$ cat config.mk
export PLATFORM = sky130hd
export DESIGN_NAME = fta_ctrl
export DESIGN_NICKNAME = d
export VERILOG_FILES = /design/src/rtl/fta_pkg.sv /design/src/rtl/fta_ctrl.sv
export VERILOG_INCLUDE_DIRS = /design/src /design/src/rtl
export SDC_FILE = /design/constraint.sdc
export NUM_CORES = 1
export LEC_CHECK = 0
export BUFFER_PORTS_ARGS = -buffer_cell sky130_fd_sc_hd__buf_2
export CAP_MARGIN = 20
export CORE_AREA = 2 2 39 41
export DETAILED_ROUTE_END_ITERATION = 12
export DIE_AREA = 0 0 41 43
export GPL_ROUTABILITY_DRIVEN = 1
export PLACE_DENSITY = 0.65
export SETUP_SLACK_MARGIN = 0.15
export SLEW_MARGIN = 5
export SYNTH_ARGS = -nofsm -noshare
export SYNTH_HDL_FRONTEND = slang
export SYNTH_SLANG_ARGS = --single-unit
$ cat constraint.sdc
create_clock -name clk -period 1.1 [get_ports clk]
set_input_delay 0.165 -clock clk [delete_from_list [all_inputs] [get_ports clk]]
set_output_delay 0.165 -clock clk [all_outputs]
set_load 0.05 [all_outputs]
$ cat src/rtl/flow_table_with_aging_assert.svh
// Assertion macros shared by the flow table modules.
// Each macro expects signals named clk and arst_n in the enclosing module.
`ifndef FLOW_TABLE_WITH_AGING_ASSERT_SVH
`define FLOW_TABLE_WITH_AGING_ASSERT_SVH

`ifndef SYNTHESIS

`define FTA_ASSERT(lbl, ante, cons, msg) \
	lbl: assert property (@(posedge clk) disable iff (!arst_n) (ante) |-> (cons)) \
		else $error(msg);

`define FTA_ASSERT_NEXT(lbl, ante, cons, msg) \
	lbl: assert property (@(posedge clk) disable iff (!arst_n) (ante) |=> (cons)) \
		else $error(msg);

`else

`define FTA_ASSERT(lbl, ante, cons, msg)

`define FTA_ASSERT_NEXT(lbl, ante, cons, msg)

`endif

`endif

$ cat src/rtl/fta_pkg.sv
package fta_pkg;

	localparam logic [1:0] REQ_QUERY = 2'd0;
	localparam logic [1:0] REQ_MARK  = 2'd1;
	localparam logic [1:0] REQ_TICK  = 2'd2;
	localparam logic [1:0] REQ_CLEAR = 2'd3;

	localparam logic [2:0] STAT_DONE      = 3'd0;
	localparam logic [2:0] STAT_INSERTED  = 3'd1;
	localparam logic [2:0] STAT_REFRESHED = 3'd2;
	localparam logic [2:0] STAT_FULL      = 3'd3;
	localparam logic [2:0] STAT_NOT_TCP   = 3'd4;

	localparam logic [15:0] AGE_LIMIT_RESET = 16'd60;

	typedef enum logic [2:0] {
		S_INIT,
		S_IDLE,
		S_SCAN,
		S_DRAIN,
		S_WRITE,
		S_CLEAR,
		S_RESP
	} state_t;

	typedef enum logic [1:0] {
		OP_QUERY,
		OP_MARK,
		OP_SIMPLE
	} op_t;

	typedef struct packed {
		logic [63:0] src_hi;
		logic [63:0] src_lo;
		logic [63:0] dst_hi;
		logic [63:0] dst_lo;
		logic [31:0] ports;
	} key_t;

	typedef struct packed {
		logic        valid;
		key_t        key;
		logic [31:0] stamp;
	} entry_t;

	// Commands from the controller to the datapath.
	typedef struct packed {
		logic load;
		logic tick;
		logic clr_live;
		logic scan_rd;
		logic clr_wr;
		logic mark_wr;
		logic rsp_load;
	} cmd_t;

	// Status from the datapath to the controller.
	typedef struct packed {
		logic cnt_last;
	} sts_t;

endpackage

$ cat src/rtl/fta_ctrl.sv
`include "flow_table_with_aging_assert.svh"

module fta_ctrl
	import fta_pkg::*;
(
	input  logic       clk,
	input  logic       arst_n,
	input  logic       req_valid,
	output logic       req_stall,
	input  logic [1:0] req_type,
	input  logic       is_tcp,
	output logic       rsp_valid,
	input  logic       rsp_stall,
	input  sts_t       sts,
	output cmd_t       cmd
);

	state_t state_q, state_d;
	op_t    op_q, op_d;
	logic   rsp_valid_q;
	logic   out_free;

	assign out_free  = !rsp_valid_q || !rsp_stall;
	assign req_stall = (state_q != S_IDLE);
	assign rsp_valid = rsp_valid_q;

	always_ff @(posedge clk or negedge arst_n) begin
		if (!arst_n) begin
			state_q     <= S_INIT;
			op_q        <= OP_SIMPLE;
			rsp_valid_q <= 1'b0;
		end else begin
			state_q <= state_d;
			op_q    <= op_d;
			if (cmd.rsp_load) begin
				rsp_valid_q <= 1'b1;
			end else if (!rsp_stall) begin
				rsp_valid_q <= 1'b0;
			end
		end
	end

	always_comb begin
		state_d = state_q;
		op_d    = op_q;
		cmd     = '0;
		unique case (state_q)
			S_INIT: begin
				// Clearing pass over the table after reset.
				cmd.clr_wr = 1'b1;
				if (sts.cnt_last) begin
					state_d = S_IDLE;
				end
			end
			S_IDLE: begin
				if (req_valid) begin
					cmd.load = 1'b1;
					unique case (req_type) inside
						REQ_TICK: begin
							cmd.tick = 1'b1;
							op_d     = OP_SIMPLE;
							state_d  = S_RESP;
						end
						REQ_CLEAR: begin
							cmd.clr_live = 1'b1;
							op_d         = OP_SIMPLE;
							state_d      = S_CLEAR;
						end
						REQ_QUERY, REQ_MARK: begin
							if (!is_tcp) begin
								op_d    = OP_SIMPLE;
								state_d = S_RESP;
							end else begin
								op_d    = (req_type == REQ_MARK) ? OP_MARK : OP_QUERY;
								state_d = S_SCAN;
							end
						end
						default: begin
							state_d = S_IDLE;
						end
					endcase
				end
			end
			S_SCAN: begin
				cmd.scan_rd = 1'b1;
				if (sts.cnt_last) begin
					state_d = S_DRAIN;
				end
			end
			S_DRAIN: begin
				// The last read word is checked in this cycle.
				state_d = (op_q == OP_MARK) ? S_WRITE : S_RESP;
			end
			S_WRITE: begin
				cmd.mark_wr = 1'b1;
				state_d     = S_RESP;
			end
			S_CLEAR: begin
				cmd.clr_wr = 1'b1;
				if (sts.cnt_last) begin
					state_d = S_RESP;
				end
			end
			S_RESP: begin
				if (out_free) begin
					cmd.rsp_load = 1'b1;
					state_d      = S_IDLE;
				end
			end
			default: begin
				state_d = S_IDLE;
			end
		endcase
	end

	`FTA_ASSERT(a_rsp_load_free, cmd.rsp_load, !rsp_valid_q || !rsp_stall, "result overwritten")
	`FTA_ASSERT_NEXT(a_accept_busy, req_valid && !req_stall, state_q != S_IDLE, "idle after accept")
	`FTA_ASSERT(a_mark_op, cmd.mark_wr, op_q == OP_MARK, "table write outside a mark")

endmodule

# Word-level counts from Yosys, hierarchy flattened
# Cells that the tools add are included.
[totals]
ff_bits = 6
inputBits = 8
elab_cells = 54
[op_classes]
eq_ne = 17
n_mux = 23
n_reduce_logical = 11
[op_table]
columns = ["cell", "count"]
rows = [
  ["3-bit two-way mux", 8],
  ["3-bit one-hot mux with 7 select lines", 1],
  ["1-bit two-way mux", 10],
  ["2-bit inequality test, second input constant", 5],
  ["3-bit equality test, second input constant", 3],
  ["3-bit one-hot mux with 3 select lines", 1],
  ["3-bit by 2-bit equality test with 1-bit output, second input constant", 2],
  ["2-bit OR reduction", 3],
  ["5-bit AND reduction", 1],
  ["2-bit by 1-bit equality test with 1-bit output, second input constant", 2],
  ["2-bit equality test, second input constant", 2],
  ["2-bit two-way mux", 2],
  ["2-bit one-hot mux with 2 select lines", 1],
  ["3-bit by 1-bit equality test with 1-bit output, second input constant", 1],
  ["3-bit zero test", 1],
  ["3-bit by 1-bit inequality test with 1-bit output, second input constant", 1],
  ["3-bit AND reduction", 1],
  ["1-bit zero test", 2],
  ["2-bit zero test", 1],
  ["2-bit by 1-bit inequality test with 1-bit output, second input constant", 1],
  ["2-bit nonzero test", 1],
  ["1-bit logical OR", 1],
]

# Logic depth before layout (Yosys ltp)
# Gate-level depths: netlist (run 1).
[logic_depth]
depth_word = 5
mapped_depth = 4
ltp_nobuf = 3

# Worst setup path before layout (run 1)
# No wires, ideal clock.
[synth_path]
path_type = "register -> output"
start = "reg state_q[0]"
end = "out cmd[2] in the netlist's numbering"
t_arrival_ps = 1724
t_required_ps = 935
path_slack_ps = -789
path_stages_with_launch = 4
path_buffers = 1
path_cell_list = "dfrtp_1 -> buf_6 -> nor2b_4 -> nor3_1"
[synth_rtl]
columns = ["item", "line_no", "source"]
rows = [
  ["start, declared", "fta_ctrl.sv:18", "state_t state_q, state_d;"],
  ["start signal, assigned", "fta_ctrl.sv:33", "state_q <= state_d;"],
  ["end, declared", "fta_ctrl.sv:15", "output cmd_t cmd"],
]

==> results of run 1 <==
==> metal layers <==
layer	GRT usage (%)	up-vias	routed length [microns]
met4	10.0	0	14
met1	19.5	233	494
met3	1.57	2	27
li1	-	243	-
met2	27.2	9	695
met5	0	-	0
==> timing repair <==
action / CTS / global route
buffers inserted: 6 / 1
endpoints found under the setup margin: 15 / 15
resized for setup: 33 / 4
cloned: 0 / 0
pin swaps: 5 / 2
hold buffers: 1 / 0
endpoints found under the hold margin: 6 / 0
==> cell type report <==
type / count / area share [%]
Sequential cell: 6 / 17.8
Timing Repair Buffer: 33 / 34.8
Tap cell: 16 / 2.32
Inverter: 2 / 1.16
Clock buffer: 4 / 3.04
Multi-Input combinational cell: 39 / 40.9
==> final timing paths <==
kind                                        start                     end  cells past startpoint
min                                     rsp_stall   rsp_valid$_DFFE_PN0P_                      3
min in group asynchronous                  arst_n   rsp_valid$_DFFE_PN0P_                      2
max reg2reg                state_q[0]$_DFFE_PN0P_  state_q[0]$_DFFE_PN0P_                      5
max                        state_q[1]$_DFFE_PN0P_                  cmd[5]                      3
max in group asynchronous                  arst_n     op_q[1]$_DFFE_PN1P_                      2
min reg2reg                   op_q[1]$_DFFE_PN1P_     op_q[1]$_DFFE_PN1P_                      2
==> power groups by stage <==
| stage | logic, mW | registers [mW] | clock network (mW) |
|---|---|---|---|
| 6_report | 1.96 | 0.446 | 0.214 |
| 5_1_grt | 2.09 | 0.458 | 0.240 |
| 4_1_cts | 1.87 | 0.442 | 0.229 |
| 3_5_place_dp | 1.45 | 0.433 | 0 |
| 3_3_place_gp | 1.43 | 0.431 | 0 |
| 2_1_floorplan | 1.16 | 0.439 | 0 |
==> logic make-up after synthesis <==
logic type      Yosys count  synth area share [%]
flops                     6                  33.4
buf+inv                   5                  8.29
simple gates             24                  36.5
compound gates           15                  21.8
==> cell usage after synthesis <==
| cell type | number |
|---|---|
| a21boi_1 | 1 |
| a21oi_1 | 4 |
| a22o_1 | 1 |
| a22oi_1 | 1 |
| a2bb2oi_2 | 1 |
| a41oi_1 | 1 |
| and2_1 | 1 |
| and2b_1 | 1 |
| buf_4 | 1 |
| buf_6 | 2 |
| dfrtp_1 | 5 |
| dfstp_2 | 1 |
| inv_1 | 1 |
| inv_2 | 1 |
| nand2_1 | 8 |
| nand2b_1 | 3 |
| nand3_2 | 1 |
| nand4bb_4 | 1 |
| nor2_1 | 2 |
| nor2b_1 | 2 |
| nor2b_2 | 1 |
| nor2b_4 | 1 |
| nor3_1 | 2 |
| nor3b_2 | 1 |
| o21ai_0 | 1 |
| o21ai_1 | 4 |
| o22ai_1 | 1 |
==> per-stage QoR <==
stage / instance area, sq um / setup slack [ns]
6_report: 863 / -0.323
4_1_cts: 840 / -0.335
3_5_place_dp: 649 / -0.169
5_1_grt: 863 / -0.396
2_1_floorplan: 515 / -0.317
3_3_place_gp: 649 / -0.180
==> state kept, by name, indices dropped and copies added, names as in the netlist <==
register,count
op_q,2
rsp_valid,1
state_q,3
==> worst max-delay path: stages, from the launching register on <==
cell	delay [ns]
dfrtp_1	0.37
nand4bb_4	0.26
nor3b_4	0.20
buf_6	0.18
==> results.ini, run 1 <==
[status]
status=complete, but fails checks
violations=negative setup slack

[clock_network]
cts_buffer_depth=2
htree_levels=1
clock_latency_ns=0.24
cts_root_buffer=clkbuf_4
tritoncts=built
cts.sinks=6
clkTransAtPathRegs_ns=0.05
numCtsBuffers=3

[critical_path]
worstPathMaxFanout=4
end_kind=output port
worstPathRequired_ns=0.94
r2r_slack_ns=-0.12
worstPathArrival_ns=1.26
path_class=reg2out
start_kind=flip-flop

[power_and_ir_drop]
p_int_mw=1.43
p_leak_nw=0.389
vdd_drop_max_mv=1.10
seq_power_share_pct=17.0
p_per_area_nw_per_um2=3040
switching_share_pct=45.5
p_clk_share_pct=8.1
power.switching_mw=1.19
p_comb_share_pct=74.9
power_mw=2.62

[floorplan]
dieWidth_microns=41
initial_core_util_pct=32.7
ios=17
die-area_sq_um=1760
core_area_sq_um=1380
fp-row-count=14
dieHeight_microns=43

[sta]
slew_viol_final=0
finalWorstSetupSlack_ns=-0.323
setup_viol=13
worst_pin_slew_ns=0.224
slew_headroom_pct=85.0
min_period_ns=1.42
rsz0062_at_grt=true
final.setup_skew_ns=0.00717
setup_tns_ns=-2.53
fin_crit_sh_pct=129
hold_violations=0
holdWs_ns=0.232
fmax_mhz=703

[routing]
avgViaCountPerCell=4.87
drtAntennaViolNets=0
drtIter0Drc=6
vias=487
wl_per_cell_microns=12.3
drcViolationCount=0
drt-total-wl_microns=1230
first_pass_iters=4

[synthesis]
ys_seq_area_share_pct=33.4
synth.area.top_cells=dfrtp_1 (28%), nand2_1 (6.6%), nand4bb_4 (6.1%)
yosys_warnings=0
avgSynthCellArea_sq_um=9.06
synth_nets=58
synth.distinct_cells=27
postSynthCellCount=50
netlist_area_sq_um=453
synth_top_area_share_pct=27.6
ys_seq_elements=6
synth_largest_area_cell=dfrtp_1

[layout]
num-fill-cells=117
finish.utilization_pct=62.4
multi_input_area_sq_um=353
seq_area_sq_um=154
final_common_cell=buf_6
layout_common_cells=buf_6 (12), buf_4 (10), buf_2 (7)
area_growth_syn_to_layout_pct=90.6
antenna_cells=0
nets=93
drive_gt1_share_pct=71.4
fin_cells=100

[place]
place_congestion=0.696
hpwlAfterDp_microns=799
placedCellCount=88
port_buffers=16

[global_routing]
overflow=0
antenna_found_initial=0
grt_usage_pct=16.6
grt_first_pass_wirelength_microns=1950
grt_max_degree=11
grt_pass1_vias=472

[job]
drv_cap=0

[min_path]
hp-class=in2reg

Note: power is estimated with default switching activity, not from simulation.
==> inputs of run 2 (changes only) <==
CORE_AREA = 5 5 42 44   (was 2 2 39 41)
DIE_AREA = 0 0 47 49   (was 0 0 41 43)
PLACE_DENSITY = unset   (was 0.65)
PLACE_DENSITY_LB_ADDON = 0.3   (was unset)
==> results.ini, run 2 (synthesis results as in run 1) <==
[sta]
fin_crit_sh_pct=136  ; was 129%
fmax_mhz=666  ; was 703 MHz
worst_pin_slew_ns=0.280  ; was 0.224 ns
rsz0062_at_grt=true  ; unchanged
slew_headroom_pct=81.3  ; was 85.0%
setup_viol=14  ; was 13
slew_viol_final=0  ; unchanged
min_period_ns=1.50  ; was 1.42 ns
final.setup_skew_ns=0.00334  ; was 0.00717 ns
hold_violations=0  ; unchanged
finalWorstSetupSlack_ns=-0.401  ; was -0.323 ns

[min_path]
hp-class=in2reg  ; unchanged
whs_path_depth=3  ; unchanged

[critical_path]
startpoint=state_q[2]$_DFFE_PN0P_  ; was state_q[1]$_DFFE_PN0P_
start_kind=flip-flop  ; unchanged
crit_path_max_incr_delay_ns=0.39  ; was 0.37 ns
worstPathArrival_ns=1.34  ; was 1.26 ns
cpMostUsedCell=buf_4
path_class=reg2out  ; unchanged
worstPathMaxFanout=3  ; was 4
crit_chain=buf_4 -> nor2b_4 -> buf_4 -> nor3_4 -> buf_6  ; was nand4bb_4 -> nor3b_4 -> buf_6
worstPathRequired_ns=0.94  ; about the same
end_kind=output port  ; unchanged
endpoint=cmd[2]  ; was cmd[5]
r2r-start=state_q[0]$_DFFE_PN0P_  ; unchanged
worstRegToRegCells=6  ; was 5
r2r_slack_ns=-0.24  ; was -0.12 ns
reg2reg_to=state_q[0]$_DFFE_PN0P_  ; unchanged
slowest_stage=dfrtp_1  ; unchanged

[layout]
drive_gt1_share_pct=71.4  ; unchanged
area_growth_syn_to_layout_pct=105  ; was 90.6%
nets=100  ; was 93
final_common_cell=buf_6  ; unchanged
finish.utilization_pct=66.2  ; was 62.4%
layout_common_cells=buf_6 (16), buf_4 (13), buf_2 (7)  ; was buf_6 (12), buf_4 (10), buf_2 (7)
largest_reg_flops=3  ; unchanged
antenna_cells=0  ; unchanged
num-fill-cells=106  ; was 117
regMostFlops=state_q  ; unchanged
multi_input_area_sq_um=349  ; was 353 sq um
seq_area_sq_um=154  ; unchanged

[clock_network]
cts_buffer_depth=2  ; unchanged
htree_levels=1  ; unchanged
cts.sinks=6  ; unchanged
numCtsBuffers=3  ; unchanged
tritoncts=built  ; unchanged
clock_latency_ns=0.24  ; about the same
clkTransAtPathRegs_ns=0.05  ; about the same
cts_root_buffer=clkbuf_4  ; unchanged

[routing]
wl_per_cell_microns=12.4  ; was 12.3 microns
drt-total-wl_microns=1320  ; was 1230 microns
vias=506  ; was 487
drtIter0Drc=5  ; was 6
avgViaCountPerCell=4.73  ; was 4.87
first_pass_iters=3  ; was 4
drcViolationCount=0  ; unchanged
drtAntennaViolNets=0  ; unchanged

[global_routing]
grt_first_pass_wirelength_microns=2300  ; was 1950 microns
overflow=0  ; unchanged
grt_max_degree=11  ; unchanged
antenna_found_initial=0  ; unchanged
grt_usage_pct=13.8  ; was 16.6%
grt_pass1_vias=513  ; was 472

[floorplan]
core_area_sq_um=1400  ; was 1380 sq um
ios=17  ; unchanged
dieWidth_microns=47  ; was 41 microns
dieHeight_microns=49  ; was 43 microns
die-area_sq_um=2300  ; was 1760 sq um
initial_core_util_pct=32.3  ; was 32.7%
fp-row-count=14  ; unchanged

[power_and_ir_drop]
p_per_area_nw_per_um2=3030  ; was 3040 nW/um^2
vdd_drop_max_mv=1.39  ; was 1.10 mV
p_leak_nw=0.433  ; was 0.389 nW

[place]
dp_worst_setup_slack_ns=-0.199  ; was -0.169 ns
hpwlAfterDp_microns=855  ; was 799 microns
port_buffers=16  ; unchanged
place_congestion=0.712  ; was 0.696

[status]
status=complete, but fails checks  ; unchanged
violations=negative setup slack  ; unchanged

[job]
drv_cap=0  ; unchanged

## run 2: worst min-delay path by stage
stage | startpoint | end | slack, ns
2_1_floorplan | arst_n | op_q[0]$_DFFE_PN0P_ | -0.13
3_3_place_gp | arst_n | state_q[1]$_DFFE_PN0P_ | -0.005
3_5_place_dp | arst_n | state_q[1]$_DFFE_PN0P_ | -0.005
4_1_cts | rsp_stall | rsp_valid$_DFFE_PN0P_ | 0.22
5_1_grt | req_type[0] | op_q[0]$_DFFE_PN0P_ | 0.23
6_report | req_type[0] | op_q[0]$_DFFE_PN0P_ | 0.23
## run 2: layout make-up
type | instances | share of cell area [%]
clock buffer | 4 | 2.83
inverter | 2 | 1.08
tap | 16 | 2.16
multi-input combinational | 39 | 37.7
sequential | 6 | 16.6
timing repair buffer | 40 | 39.7
## run 2: timing repair
item,CTS,global route
hold endpoints to repair,6,0
buffers inserted,8,5
endpoints found under the setup margin,15,15
pin swaps,5,6
hold buffers,1,0
gates resized for setup,34,6
## run 2: metal layers
metal | up-vias | routed length (microns) | GRT usage (%)
li1 | 256 | - | -
met4 | 0 | 12 | 6.45
met3 | 2 | 65 | 4.80
met5 | - | 0 | 0
met1 | 238 | 557 | 17.0
met2 | 10 | 686 | 20.8
## run 2: power breakdown
| group | internal, mW | switching [mW] |
|---|---|---|
| Sequential | 0.337 | 0.107 |
| Clock | 0.138 | 0.0812 |
| Combinational | 1.12 | 1.02 |
## run 2: critical path: cells and delay by family (launching register included)
kind                   cells  cell delay, ns
buffers and inverters      3            0.47
flip-flops                 1            0.39
AND/OR/NAND/NOR            2            0.24
## run 2: stage by stage
step / power [mW] / area, sq um / setup TNS (ns) / std cells / hold WS (ns)
2_1_floorplan: 1.60 / 515 / -1.35 / 50 / -0.131
3_3_place_gp: 1.89 / 657 / -1.13 / 89 / -0.00535
6_report: 2.81 / 927 / -3.33 / 107 / 0.233
5_1_grt: 3.00 / 927 / -4.37 / 107 / 0.232
3_5_place_dp: 1.89 / 657 / -1.21 / 89 / -0.00525
4_1_cts: 2.60 / 867 / -2.75 / 102 / 0.224
==> inputs of run 3 (changes only) <==
GPL_TIMING_DRIVEN = 0   (was unset)
==> results.ini, run 3 (synthesis results as in run 1) <==
[status]
status=complete, but fails checks  ; unchanged
violations=negative setup slack  ; unchanged

[power_and_ir_drop]
power_mw=3.02  ; was 2.81 mW
seq_power_share_pct=13.7  ; was 15.8%
p_int_mw=1.71  ; was 1.60 mW
p_clk_share_pct=6.9  ; was 7.8%
p_per_area_nw_per_um2=3100  ; was 3030 nW/um^2
p_leak_nw=0.442  ; was 0.433 nW
switching_share_pct=43.5  ; was 43.1%
p_comb_share_pct=79.4  ; was 76.4%
vdd_drop_max_mv=1.37  ; was 1.39 mV
power.switching_mw=1.32  ; was 1.21 mW

[sta]
final.setup_skew_ns=0.00893  ; was 0.00334 ns
finalWorstSetupSlack_ns=-0.405  ; was -0.401 ns
rsz0062_at_grt=true  ; unchanged
worst_pin_slew_ns=0.299  ; was 0.280 ns
slew_viol_final=0  ; unchanged
setup_tns_ns=-3.77  ; was -3.33 ns
fmax_mhz=664  ; was 666 MHz
hold_violations=0  ; unchanged
slew_headroom_pct=80.0  ; was 81.3%
fin_crit_sh_pct=137  ; was 136%
min_period_ns=1.50  ; about the same
setup_viol=14  ; unchanged
holdWs_ns=0.222  ; was 0.233 ns

[place]
dp_worst_setup_slack_ns=-0.303  ; was -0.199 ns
placedCellCount=82  ; was 89
place_congestion=0.760  ; was 0.712
placed_area_sq_um=616  ; was 657 sq um
port_buffers=16  ; unchanged
hpwlAfterDp_microns=793  ; was 855 microns

[floorplan]
dieHeight_microns=49  ; unchanged
die-area_sq_um=2300  ; unchanged
core_area_sq_um=1400  ; unchanged
fp-row-count=14  ; unchanged
initial_core_util_pct=32.3  ; unchanged
ios=17  ; unchanged
dieWidth_microns=47  ; unchanged

[clock_network]
cts_buffer_depth=2  ; unchanged
numCtsBuffers=3  ; unchanged
cts.sinks=6  ; unchanged
cts_root_buffer=clkbuf_4  ; unchanged
clkTransAtPathRegs_ns=0.05  ; about the same
tritoncts=built  ; unchanged
htree_levels=1  ; unchanged
clock_latency_ns=0.24  ; about the same

[layout]
antenna_cells=0  ; unchanged
fin_area_sq_um=975  ; was 927 sq um
fin_cells=106  ; was 107
largest_reg_flops=3  ; unchanged
layout_common_cells=buf_6 (21), buf_2 (7), buf_4 (7)  ; was buf_6 (16), buf_4 (13), buf_2 (7)
nets=99  ; was 100
final_common_cell=buf_6  ; unchanged
drive_gt1_share_pct=76.7  ; was 71.4%
regMostFlops=state_q  ; unchanged
num-fill-cells=102  ; was 106
multi_input_area_sq_um=379  ; was 349 sq um
finish.utilization_pct=69.6  ; was 66.2%
seq_area_sq_um=153  ; was 154 sq um
area_growth_syn_to_layout_pct=115  ; was 105%

[critical_path]
worstPathArrival_ns=1.34  ; about the same
crit_path_max_incr_delay_ns=0.38  ; was 0.39 ns
crit_chain=buf_6 -> nand4bb_4 -> nor3b_4 -> buf_6  ; was buf_4 -> nor2b_4 -> buf_4 -> nor3_4 -> buf_6
cp_num_buf_inv=2  ; was 3
worstPathMaxFanout=3  ; unchanged
end_kind=output port  ; unchanged
worstPathRequired_ns=0.94  ; about the same
start_kind=flip-flop  ; unchanged
cpMostUsedCell=buf_6  ; was buf_4
crit_family=simple AND/OR/NAND/NOR gates  ; was buffers and inverters
slowest_stage=dfrtp_1  ; unchanged
path_class=reg2out  ; unchanged

[routing]
wl_per_cell_microns=13.1  ; was 12.4 microns
drcViolationCount=0  ; unchanged
drtAntennaViolNets=0  ; unchanged
drtIter0Drc=5  ; unchanged
drt-total-wl_microns=1380  ; was 1320 microns
avgViaCountPerCell=4.71  ; was 4.73
vias=499  ; was 506
first_pass_iters=4  ; was 3

[global_routing]
overflow=0  ; unchanged
antenna_found_initial=0  ; unchanged
grt_max_degree=8  ; was 11
grt_pass1_vias=537  ; was 513
grt_first_pass_wirelength_microns=2280  ; was 2300 microns
grt_usage_pct=13.8  ; about the same

[job]
drv_cap=0  ; unchanged

[min_path]
hp-class=in2reg  ; unchanged

run 3: cell count changes in the layout (fill, tap and decap cells not counted), moves of 2 or more:
cell,previous run,this run
nand2_1,4,2
buf_6,16,21
o21ai_1,3,1
buf_4,13,7
run 3: final cells by class:
| class | instances | area share, % |
|---|---|---|
| multi-input cells | 39 | 38.9 |
| repair buffers | 36 | 35.4 |
| flip-flops and latches | 6 | 15.7 |
| plain buffers | 3 | 3.47 |
| clock buffers | 4 | 2.70 |
| well taps | 16 | 2.05 |
| inverters | 2 | 1.80 |
run 3: power groups by stage:
stage / clock network [mW] / registers, mW / logic (mW)
2_1_floorplan: 0 / 0.439 / 1.16
3_3_place_gp: 0 / 0.403 / 1.41
3_5_place_dp: 0 / 0.406 / 1.42
4_1_cts: 0.224 / 0.409 / 2.27
5_1_grt: 0.228 / 0.427 / 2.53
6_report: 0.209 / 0.413 / 2.40
run 3: per-layer routing:
layer / track usage [%] / vias to the layer above / share of wire (%)
met2: 22.9 / 15 / 54
li1: - / 252 / -
met3: 1.11 / 2 / 4.8
met4: 6.91 / 0 / 0.65
met5: 0 / - / 0
met1: 17.1 / 230 / 40
run 3: repair_timing:
item,in CTS,in global routing
hold buffers,1,0
gates cloned,0,0
endpoints found under the setup margin,15,15
hold endpoints to repair,6,0
gates resized for setup,45,6
setup buffers,17,2
pin swaps,14,6
run 3: final timing paths:
path                                        startpoint                endpoint  slack [ns]  depth (start not counted)
worst min-delay path                         req_valid  state_q[1]$_DFFE_PN0P_        0.22                          3
min in group asynchronous                       arst_n  state_q[0]$_DFFE_PN0P_        0.27                          2
worst max-delay path            state_q[1]$_DFFE_PN0P_                  cmd[5]       -0.40                          4
worst min register to register     op_q[1]$_DFFE_PN1P_     op_q[1]$_DFFE_PN1P_        0.47                          2
max in group asynchronous                       arst_n     op_q[1]$_DFFE_PN1P_        0.60                          2
worst max register to register  state_q[1]$_DFFE_PN0P_  state_q[2]$_DFFE_PN0P_       -0.26                          8
run 3: tightest hold or removal path, stage by stage:
cell,delay (ns)
buf_2,0.15
nand3_4,0.07
a2bb2oi_2,0.04
